==> config.mk <==
export PLATFORM = sky130hd
export DESIGN_NAME = formatted_binary_image_writer_top
export DESIGN_NICKNAME = d
export VERILOG_FILES = /design/src/rtl/core/fbw_pkg.sv /design/src/rtl/core/fbw_front.sv /design/src/rtl/core/fbw_jobq.sv /design/src/rtl/core/fbw_back.sv /design/src/rtl/core/formatted_binary_image_writer_top.sv
export VERILOG_INCLUDE_DIRS = /design/src /design/src/rtl/core
export SDC_FILE = /design/constraint.sdc
export NUM_CORES = 1
export LEC_CHECK = 0
export ABC_AREA = 1
export BUFFER_PORTS_ARGS = -buffer_cell sky130_fd_sc_hd__buf_2
export CAP_MARGIN = 40
export CORE_ASPECT_RATIO = 0.7
export CORE_UTILIZATION = 50
export CTS_CLUSTER_SIZE = 24
export DETAILED_ROUTE_END_ITERATION = 8
export HOLD_SLACK_MARGIN = 0.03
export PLACE_DENSITY = 0.67
export SLEW_MARGIN = 0
export SYNTH_ARGS = -nofsm -noshare
export SYNTH_HDL_FRONTEND = slang
export SYNTH_SLANG_ARGS = --single-unit
==> constraint.sdc <==
create_clock -name clk_i -period 4.5 [get_ports clk_i]
set_input_delay 0.675 -clock clk_i [delete_from_list [all_inputs] [get_ports clk_i]]
set_output_delay 0.675 -clock clk_i [all_outputs]
set_load 0.01 [all_outputs]
==> src/rtl/core/formatted_binary_image_writer_top_macros.svh <==
// assertion macros for the formatted binary image writer
// used by formatted_binary_image_writer_top, expects clk_i and rst_ni in scope
`ifndef FORMATTED_BINARY_IMAGE_WRITER_TOP_MACROS_SVH
`define FORMATTED_BINARY_IMAGE_WRITER_TOP_MACROS_SVH

// same-cycle implication
`define FBW_ASSERT_NOW(label, ante, cons) \
  label: assert property (@(posedge clk_i) disable iff (!rst_ni) (ante) |-> (cons)) \
    else $error("fbw assertion failed");

// next-cycle implication
`define FBW_ASSERT_NEXT(label, ante, cons) \
  label: assert property (@(posedge clk_i) disable iff (!rst_ni) (ante) |=> (cons)) \
    else $error("fbw assertion failed");

`endif

==> src/rtl/core/fbw_pkg.sv <==
// shared types and constants of the formatted binary image writer
// no dependencies
`timescale 1ns / 1ps

package fbw_pkg;

  localparam int FillBurst  = 64;
  localparam int AddrBits   = 32;
  localparam int CntW       = $clog2(FillBurst + 16);
  localparam int JobqDepth  = 4;
  localparam int JobqPtrW   = $clog2(JobqDepth);
  localparam int JobqCntW   = $clog2(JobqDepth + 1);

  localparam logic [7:0] ArrowA     = 8'h08;
  localparam logic [7:0] ArrowB     = 8'h1C;
  localparam logic [7:0] ShortMagA  = 8'h2A;
  localparam logic [7:0] ShortMagB  = 8'h49;
  localparam logic [7:0] LongMagA   = 8'h3E;
  localparam logic [7:0] LongMagB   = 8'h6B;
  localparam logic [7:0] PadByte    = 8'hFF;

  typedef enum logic [1:0] {
    CmdHeader  = 2'd0,
    CmdData    = 2'd1,
    CmdFill    = 2'd2,
    CmdTrailer = 2'd3
  } cmd_e;

  typedef enum logic [1:0] {
    StatusOk        = 2'd0,
    StatusNoSize    = 2'd1,
    StatusPastBound = 2'd2,
    StatusMismatch  = 2'd3
  } status_e;

  typedef enum logic [2:0] {
    JobHeader,
    JobData,
    JobFill,
    JobTrailer,
    JobError
  } job_kind_e;

  typedef struct packed {
    job_kind_e         kind;
    logic [31:0]       value;
    logic [CntW-1:0]   count;
    logic              pending;
    status_e           status;
  } job_t;

endpackage

==> src/rtl/core/fbw_front.sv <==
// front part: accepts items, keeps address, checksum and error state, builds jobs
// depends on fbw_pkg
`timescale 1ns / 1ps

module fbw_front import fbw_pkg::*; (
  input  logic        clk_i,
  input  logic        rst_ni,
  input  logic        cfg_we_i,
  input  logic [31:0] cfg_size_i,
  input  logic        accept_i,
  input  logic [1:0]  command_i,
  input  logic [31:0] target_address_i,
  input  logic [7:0]  data_byte_i,
  output logic        job_valid_o,
  output job_t        job_o
);

  logic [31:0]         size_q;
  logic [AddrBits-1:0] addr_q, addr_d;
  logic [15:0]         sum_q, sum_d;
  status_e             failed_q, failed_d;

  logic [31:0]         addr_ext;
  logic [AddrBits-1:0] target;
  logic [AddrBits-1:0] diff;
  logic                burst_cap;
  logic [CntW-1:0]     fill_cnt;

  always_comb begin
    addr_ext  = 32'(addr_q);
    target    = AddrBits'(target_address_i);
    diff      = target - addr_q;
    burst_cap = diff > AddrBits'(FillBurst);
    fill_cnt  = burst_cap ? CntW'(FillBurst) : CntW'(diff);
  end

  always_comb begin
    addr_d      = addr_q;
    sum_d       = sum_q;
    failed_d    = failed_q;
    job_valid_o = 1'b1;
    job_o       = '{kind: JobError, value: 32'd0, count: CntW'(1), pending: 1'b0,
                    status: failed_q};
    if (failed_q == StatusOk) begin
      case (cmd_e'(command_i))
        CmdHeader: begin
          if (size_q == 32'd0) begin
            failed_d     = StatusNoSize;
            job_o.status = StatusNoSize;
          end else begin
            job_o.kind  = JobHeader;
            job_o.value = size_q;
          end
        end
        CmdData: begin
          if (addr_ext >= size_q) begin
            failed_d     = StatusPastBound;
            job_o.status = StatusPastBound;
          end else begin
            sum_d       = sum_q + 16'(data_byte_i);
            addr_d      = addr_q + AddrBits'(1);
            job_o.kind  = JobData;
            job_o.value = 32'(data_byte_i);
          end
        end
        CmdFill: begin
          job_o.kind    = JobFill;
          job_o.count   = fill_cnt;
          job_o.pending = burst_cap;
          if (target > addr_q) begin
            addr_d = addr_q + AddrBits'(fill_cnt);
          end else begin
            job_valid_o = 1'b0;
          end
        end
        CmdTrailer: begin
          if (addr_ext != size_q) begin
            failed_d     = StatusMismatch;
            job_o.status = StatusMismatch;
          end else begin
            job_o.kind  = JobTrailer;
            job_o.value = 32'(sum_q);
          end
        end
        default: begin
          job_valid_o = 1'b0;
        end
      endcase
    end
  end

  always_ff @(posedge clk_i or negedge rst_ni) begin
    if (!rst_ni) begin
      size_q   <= 32'd0;
      addr_q   <= '0;
      sum_q    <= 16'd0;
      failed_q <= StatusOk;
    end else begin
      if (accept_i) begin
        addr_q <= addr_d;
        sum_q  <= sum_d;
      end
      if (cfg_we_i) begin
        size_q <= cfg_size_i;
      end
      if (cfg_we_i && cfg_size_i == 32'd0 && failed_q == StatusOk) begin
        failed_q <= StatusNoSize;
      end else if (accept_i) begin
        failed_q <= failed_d;
      end
    end
  end

endmodule

==> src/rtl/core/fbw_jobq.sv <==
// short job queue between front and back
// depends on fbw_pkg
`timescale 1ns / 1ps

module fbw_jobq import fbw_pkg::*; (
  input  logic clk_i,
  input  logic rst_ni,
  input  logic push_i,
  input  job_t job_i,
  input  logic pop_i,
  output job_t job_o,
  output logic full_o,
  output logic empty_o
);

  job_t                slot_q [JobqDepth];
  logic [JobqPtrW-1:0] wr_q, rd_q;
  logic [JobqCntW-1:0] cnt_q;
  logic                do_push, do_pop;

  assign full_o  = cnt_q == JobqCntW'(JobqDepth);
  assign empty_o = cnt_q == '0;
  assign job_o   = slot_q[rd_q];
  assign do_push = push_i && !full_o;
  assign do_pop  = pop_i && !empty_o;

  always_ff @(posedge clk_i) begin
    if (do_push) begin
      slot_q[wr_q] <= job_i;
    end
  end

  always_ff @(posedge clk_i or negedge rst_ni) begin
    if (!rst_ni) begin
      wr_q  <= '0;
      rd_q  <= '0;
      cnt_q <= '0;
    end else begin
      if (do_push) begin
        wr_q <= wr_q + JobqPtrW'(1);
      end
      if (do_pop) begin
        rd_q <= rd_q + JobqPtrW'(1);
      end
      if (do_push && !do_pop) begin
        cnt_q <= cnt_q + JobqCntW'(1);
      end else if (do_pop && !do_push) begin
        cnt_q <= cnt_q - JobqCntW'(1);
      end
    end
  end

endmodule

==> src/rtl/core/fbw_back.sv <==
// back part: expands jobs into the result register as stream bytes, one per cycle
// unless a waiting result byte is not popped or no job is ready; depends on fbw_pkg
`timescale 1ns / 1ps

module fbw_back import fbw_pkg::*; (
  input  logic        clk_i,
  input  logic        rst_ni,
  input  job_t        jq_job_i,
  input  logic        jq_empty_i,
  output logic        jq_pop_o,
  input  logic        pop_i,
  output logic        empty_o,
  output logic [7:0]  out_byte_o,
  output logic        last_of_run_o,
  output logic [1:0]  status_o,
  output logic        fill_pending_o
);

  job_t            job_q;
  logic            busy_q;
  logic [CntW-1:0] idx_q;
  logic            out_valid_q;

  logic            is_short;
  logic [CntW-1:0] len;
  logic            last;
  logic            adv;
  logic [7:0]      cur_byte;
  logic [2:0]      nib_pos;
  logic [2:0]      nib_idx;

  always_comb begin
    is_short = job_q.value[31:16] == 16'd0;
    nib_idx  = 3'(idx_q - CntW'(6));
    nib_pos  = is_short ? (3'd3 - nib_idx) : (3'd7 - nib_idx);
    case (job_q.kind)
      JobHeader:  len = is_short ? CntW'(11) : CntW'(15);
      JobFill:    len = job_q.count;
      JobTrailer: len = CntW'(4);
      default:    len = CntW'(1);
    endcase
    last = idx_q == len - CntW'(1);

    cur_byte = 8'h00;
    case (job_q.kind)
      JobHeader: begin
        if (idx_q == CntW'(0) || idx_q == CntW'(4)) begin
          cur_byte = ArrowA;
        end else if (idx_q == CntW'(1)) begin
          cur_byte = ArrowB;
        end else if (idx_q == CntW'(2)) begin
          cur_byte = is_short ? ShortMagA : LongMagA;
        end else if (idx_q == CntW'(3)) begin
          cur_byte = is_short ? ShortMagB : LongMagB;
        end else if (idx_q == CntW'(5)) begin
          cur_byte = 8'h00;
        end else if (last) begin
          cur_byte = PadByte;
        end else begin
          cur_byte = {4'h0, job_q.value[4*nib_pos +: 4]};
        end
      end
      JobData:    cur_byte = job_q.value[7:0];
      JobFill:    cur_byte = PadByte;
      JobTrailer: begin
        if (idx_q == CntW'(2)) begin
          cur_byte = job_q.value[15:8];
        end else if (idx_q == CntW'(3)) begin
          cur_byte = job_q.value[7:0];
        end
      end
      default:    cur_byte = 8'h00;
    endcase

    adv      = busy_q && (!out_valid_q || pop_i);
    jq_pop_o = (!busy_q || (adv && last)) && !jq_empty_i;
  end

  assign empty_o = !out_valid_q;

  always_ff @(posedge clk_i or negedge rst_ni) begin
    if (!rst_ni) begin
      busy_q      <= 1'b0;
      idx_q       <= '0;
      out_valid_q <= 1'b0;
    end else begin
      if (adv) begin
        out_valid_q <= 1'b1;
      end else if (pop_i) begin
        out_valid_q <= 1'b0;
      end
      if (jq_pop_o) begin
        busy_q <= 1'b1;
        idx_q  <= '0;
      end else if (adv) begin
        if (last) begin
          busy_q <= 1'b0;
        end else begin
          idx_q <= idx_q + CntW'(1);
        end
      end
    end
  end

  always_ff @(posedge clk_i) begin
    if (jq_pop_o) begin
      job_q <= jq_job_i;
    end
    if (adv) begin
      out_byte_o     <= cur_byte;
      last_of_run_o  <= last;
      status_o       <= (job_q.kind == JobError) ? job_q.status : StatusOk;
      fill_pending_o <= (job_q.kind == JobFill) && job_q.pending;
    end
  end

endmodule

==> src/rtl/core/formatted_binary_image_writer_top.sv <==
// formatted binary image writer: top level joining front, job queue and back
// depends on fbw_pkg, fbw_front, fbw_jobq, fbw_back and the macros header
//
// usage:
//   write the image size on image_size_we_i / image_size_i while idle; zero flags an error
//   input side is a queue: an item is taken when push_i is high and full_o is low
//   result side is a queue: a byte waits while empty_o is low, taken with pop_i
//   every item is taken in the cycle offered while the four-entry job queue has room
//   results leave at one byte per cycle from the back sequencer while pop_i keeps up
//     and jobs wait; bytes per item: data 1, header 11 or 15, fill 1 to 64,
//     trailer 4, any error 1
//   path of an item: job queue slot, back job register, result register
//   a fill whose target is already reached gives no bytes
//   reset clears address, checksum, size and error state; queues come up empty
//   when pop_i stays low the result register holds, the back stops, and once the
//   job queue fills full_o rises and input stalls; nothing is lost or repeated
`timescale 1ns / 1ps
`include "formatted_binary_image_writer_top_macros.svh"

module formatted_binary_image_writer_top import fbw_pkg::*; (
  input  logic        clk_i,
  input  logic        rst_ni,
  input  logic        image_size_we_i,
  input  logic [31:0] image_size_i,
  input  logic        push_i,
  output logic        full_o,
  input  logic [1:0]  command_i,
  input  logic [31:0] target_address_i,
  input  logic [7:0]  data_byte_i,
  output logic        empty_o,
  input  logic        pop_i,
  output logic [7:0]  out_byte_o,
  output logic        last_of_run_o,
  output logic [1:0]  status_o,
  output logic        fill_pending_o
);

  logic accept;
  logic job_valid;
  job_t front_job;
  job_t queued_job;
  logic jq_empty;
  logic jq_pop;

  assign accept = push_i && !full_o;

  fbw_front u_front (
    .clk_i            (clk_i),
    .rst_ni           (rst_ni),
    .cfg_we_i         (image_size_we_i),
    .cfg_size_i       (image_size_i),
    .accept_i         (accept),
    .command_i        (command_i),
    .target_address_i (target_address_i),
    .data_byte_i      (data_byte_i),
    .job_valid_o      (job_valid),
    .job_o            (front_job)
  );

  fbw_jobq u_jobq (
    .clk_i   (clk_i),
    .rst_ni  (rst_ni),
    .push_i  (accept && job_valid),
    .job_i   (front_job),
    .pop_i   (jq_pop),
    .job_o   (queued_job),
    .full_o  (full_o),
    .empty_o (jq_empty)
  );

  fbw_back u_back (
    .clk_i          (clk_i),
    .rst_ni         (rst_ni),
    .jq_job_i       (queued_job),
    .jq_empty_i     (jq_empty),
    .jq_pop_o       (jq_pop),
    .pop_i          (pop_i),
    .empty_o        (empty_o),
    .out_byte_o     (out_byte_o),
    .last_of_run_o  (last_of_run_o),
    .status_o       (status_o),
    .fill_pending_o (fill_pending_o)
  );

  `FBW_ASSERT_NOW(a_err_single, !empty_o && status_o != StatusOk, last_of_run_o && out_byte_o == 8'h00 && !fill_pending_o)
  `FBW_ASSERT_NOW(a_pending_pad, !empty_o && fill_pending_o, out_byte_o == PadByte && status_o == StatusOk)
  `FBW_ASSERT_NEXT(a_err_sticky, !empty_o && pop_i && status_o != StatusOk, empty_o || status_o == $past(status_o))

endmodule

==> flow_summary_export.csv <==
group,metric,value,unit
grt,grt_use_total,0.287,
timing,hold_slack,342,ps
timing,tightest_slew,938,ps
logic_synthesis,syn_inst,2220,
clocking,clock-root-buffer,"clkbuf_16",
worst_setup_path,r2r_cells,28,
clocking,cts_tree,"built",
min_path,hold_depth,3,
route,ant_nets,0,
timing,final-hold-violation-count,0,
finish,drive_above_1_share,0.199,
finish,num_antenna_cells,0,
logic_synthesis,synth_mux_area_frac,0.000586,
worst_setup_path,cp-start-kind,"register",
floorplanning,die_area,0.0392,sq mm
grt,grt_pass1_vias,15121,
finish,final_cells,3002,
worst_setup_path,cpPeakStageDelay,410,ps
logic_synthesis,synth_xor_area_frac,0.0314,
route,finalWirelength,57200,um
grt,antenna_found_initial,1,
logic_synthesis,ys_seq_area_frac,0.498,
pwr,power_density,396,mW/mm^2
logic_synthesis,yosys.cell_types.count,52,
clocking,clock_sinks,335,
clocking,clock_path_buffers,3,
timing,setup_violations,0,
logic_synthesis,yosys_warnings,0,
route,drc,0,
logic_synthesis,synth_nets,2397,
worst_setup_path,path_common_cell,"nand2_2",
clocking,insertion_delay,550,ps
placement,dpl.hpwl,43100,um
logic_synthesis,ys.flop_type,"edfxtp_1",
status,status,"finished clean",
logic_synthesis,synth_area_per_cell,8.66,sq um
placement,io_buffers,92,
timing,relSlewSlack,0.375,
logic_synthesis,synth-edff-count,237,
finish,fin_nets,2668,
worst_setup_path,path_class,"register to register",
timing,finClkSkew,37.6,ps
pwr,power.clock.fraction,0.307,
timing,min_period,4340,ps
timing,max_freq,231,MHz
grt,grt_pass1_wl,86400,um
worst_setup_path,crit_required,4940,ps
route,dr_total_vias,16528,
placement,dpl.cell_count,2934,
run,cap_viol_max_count,0,
route,vias_per_cell,5.51,
timing,slew_violations,0,
logic_synthesis,ys_seq_elements,335,
route,post_drt_wl_per_cell,19.1,um
logic_synthesis,async_reset_ff_frac,0.293,
pwr,p_sw,2.98,mW
pwr,power.internal,6.18,mW
pwr,p_comb_frac,0.249,
placement,pre_cts_ws,-314,ps
worst_setup_path,slowest_stage,"dfrtp_1",
pwr,power.share.sequential,0.444,
floorplanning,initial_utilization,0.513,
route,drtIter0Drc,1868,
floorplanning,die_x,236,um
placement,place_congestion,1.01,
logic_synthesis,synth_simple_gate_area_share,0.215,
logic_synthesis,synth_top_family_by_area,"simple AND/OR/NAND/NOR gates",
logic_synthesis,synth_compound_area_frac,0.119,
floorplanning,io_pins,93,
worst_setup_path,crit_fanout,4,
pwr,p_leak,10.3,nW
worst_setup_path,endpoint_kind,"register",
clocking,numCtsBuffers,34,
clocking,path_clk_slew,70,ps
finish,syn2layout_area_growth,20.5,%
finish,utilization,0.618,
floorplanning,design.core.area,0.0375,sq mm
clocking,htree_levels,2,
min_path,hp-class,"input port to register",
pwr,power,9.16,mW
timing,finalWorstSetupSlack,164,ps
grt,grt-ovfl-total,0,
floorplanning,die_h,166,um
route,dr.pass1.iters,8,
logic_synthesis,synth-adder-area-share,0.0654,
logic_synthesis,netlist_area,0.0192,sq mm
worst_setup_path,crit_arrival,4770,ps
grt,grt_max_degree,93,
floorplanning,fp-row-count,59,
timing,fin_crit_sh,0.964,
pwr,ir_worst_vdd,0.308,mV
pwr,power_switching_share,0.325,
-- critical path: cells and delay by family, from the launching register on --
kind / cells / cell delay (ps)
and+or+nand+nor: 18 / 1840
adders and majority gates: 3 / 900
AOI/OAI and AO/OA: 3 / 470
DFF: 1 / 410
buffers and inverters: 3 / 400
xor gates and xnor gates: 1 / 170
-- state kept, by name, summed over array words and instances, names as in the netlist, 3 cells and up --
register / count
u_front.sum_q: 16
u_jobq.slot_q: 180
u_back.job_q: 45
u_back.out_byte_o: 8
u_jobq.cnt_q: 3
u_front.size_q: 32
u_back.idx_q: 7
u_front.addr_ext: 32
-- path summary, 6_finish.rpt --
check / startpoint / end / slack, ps
max in group asynchronous: rst_ni / u_front.addr_ext[4] / 2880
worst min-delay path: image_size_i[0] / u_front.size_q[0] / 340
worst min register to register: u_jobq.cnt_q[2] / u_back.busy_q / 480
worst max register to register: u_front.addr_ext[11] / u_front.addr_ext[26] / 160
min in group asynchronous: rst_ni / u_back.idx_q[5] / 570
worst max-delay path: u_front.addr_ext[11] / u_front.addr_ext[26] / 160
-- cell usage after synthesis, types with 3 or more instances --
| master | number | area share |
|---|---|---|
| o21ai_1 | 12 | 0.0031 |
| o22ai_1 | 48 | 0.016 |
| ha_1 | 94 | 0.061 |
| nor2_2 | 10 | 0.0033 |
| nand3_1 | 78 | 0.020 |
| nor2_1 | 242 | 0.047 |
| fa_1 | 4 | 0.0042 |
| nand3_2 | 10 | 0.0052 |
| nor3_1 | 50 | 0.013 |
| xnor2_1 | 17 | 0.0077 |
| a21oi_2 | 3 | 0.0014 |
| o221ai_1 | 3 | 0.0014 |
| edfxtp_1 | 237 | 0.37 |
| nand4_1 | 33 | 0.011 |
| buf_2 | 6 | 0.0016 |
| o21ai_2 | 12 | 0.0055 |
| a21o_1 | 8 | 0.0031 |
| o21ai_0 | 202 | 0.053 |
| o2111ai_1 | 3 | 0.0014 |
| dfrtp_1 | 98 | 0.13 |
| xor2_1 | 52 | 0.024 |
| a221oi_1 | 3 | 0.0014 |
| clkinv_1 | 3 | 0.00059 |
| and2_1 | 3 | 0.00098 |
| a31oi_1 | 5 | 0.0016 |
| inv_2 | 14 | 0.0027 |
| inv_1 | 279 | 0.054 |
| nor3_2 | 4 | 0.0021 |
| a21oi_1 | 78 | 0.020 |
| o31ai_1 | 5 | 0.0020 |
| nand3b_1 | 5 | 0.0020 |
| nor4_1 | 20 | 0.0065 |
| nand2_1 | 469 | 0.092 |
| o21bai_1 | 6 | 0.0023 |
| a22oi_1 | 11 | 0.0043 |
| clkbuf_1 | 48 | 0.0094 |
| a211oi_1 | 4 | 0.0016 |
| nand2_2 | 21 | 0.0068 |
-- stage by stage --
stage	cell area, sq um	setup TNS [ps]
floorplan	19200	-8730
global placement	21600	-5520
detailed placement	21600	-5300
CTS	22700	0
global route	23200	-57.6
finish	23200	0
-- cell usage in the layout, fill, tap and decap left out, types with 47 or more instances in the layout --
cell | synthesis | routed
edfxtp_1 | 237 | 237
xor2_1 | 52 | 51
nor2_1 | 242 | 231
inv_1 | 279 | 267
nor3_1 | 50 | 47
buf_2 | 6 | 91
buf_4 | 2 | 192
o21ai_0 | 202 | 196
nand3_1 | 78 | 76
dfrtp_1 | 98 | 95
ha_1 | 94 | 85
a21oi_1 | 78 | 61
o22ai_1 | 48 | 47
nand2_1 | 469 | 459
-- area by class of cell --
| cell class | count | area, sq um |
|---|---|---|
| Sequential cell | 335 | 9570 |
| Multi-Input combinational cell | 1530 | 8670 |
| Fill cell | 3242 | 14300 |
| Timing Repair Buffer | 294 | 2100 |
| Clock buffer | 44 | 931 |
| Clock inverter | 15 | 158 |
| Inverter | 296 | 1120 |
| Tap cell | 488 | 611 |
-- timing repair --
item / CTS / global route
hold buffers: 1 / 0
hold endpoints to repair: 15 / 0
setup endpoints to repair: 4 / 28
gates resized for setup: 1 / 89
buffers inserted: 0 / 8
gates cloned: 0 / 0
pin swaps: 0 / 18
-- power by group through the flow --
stage	registers [mW]	clock network, mW	logic (mW)
finish	4.07	2.81	2.28
global route	4.11	2.97	2.52
CTS	4.06	2.85	2.27
detailed placement	4.12	0	2.25
global placement	4.11	0	2.18
floorplan	4.09	0	1.42
-- per-layer routing --
metal / up-vias / GRT usage / share of wire
li1: 8039 / - / -
met1: 7742 / 0.463 / 0.50
met2: 668 / 0.379 / 0.39
met3: 77 / 0.0695 / 0.092
met4: 2 / 0.0647 / 0.018
met5: - / 0 / 0.00021
-- kinds of logic after synthesis --
family                   after synthesis
AND/OR/NAND/NOR                      956
AO/OA/AOI/OAI                        406
buffers and inverters                355
flip-flops                           335
adder cells (fa/ha/maj)               98
XOR/XNOR                              69
multiplexers                           1
(Power assumes the default switching activity.)
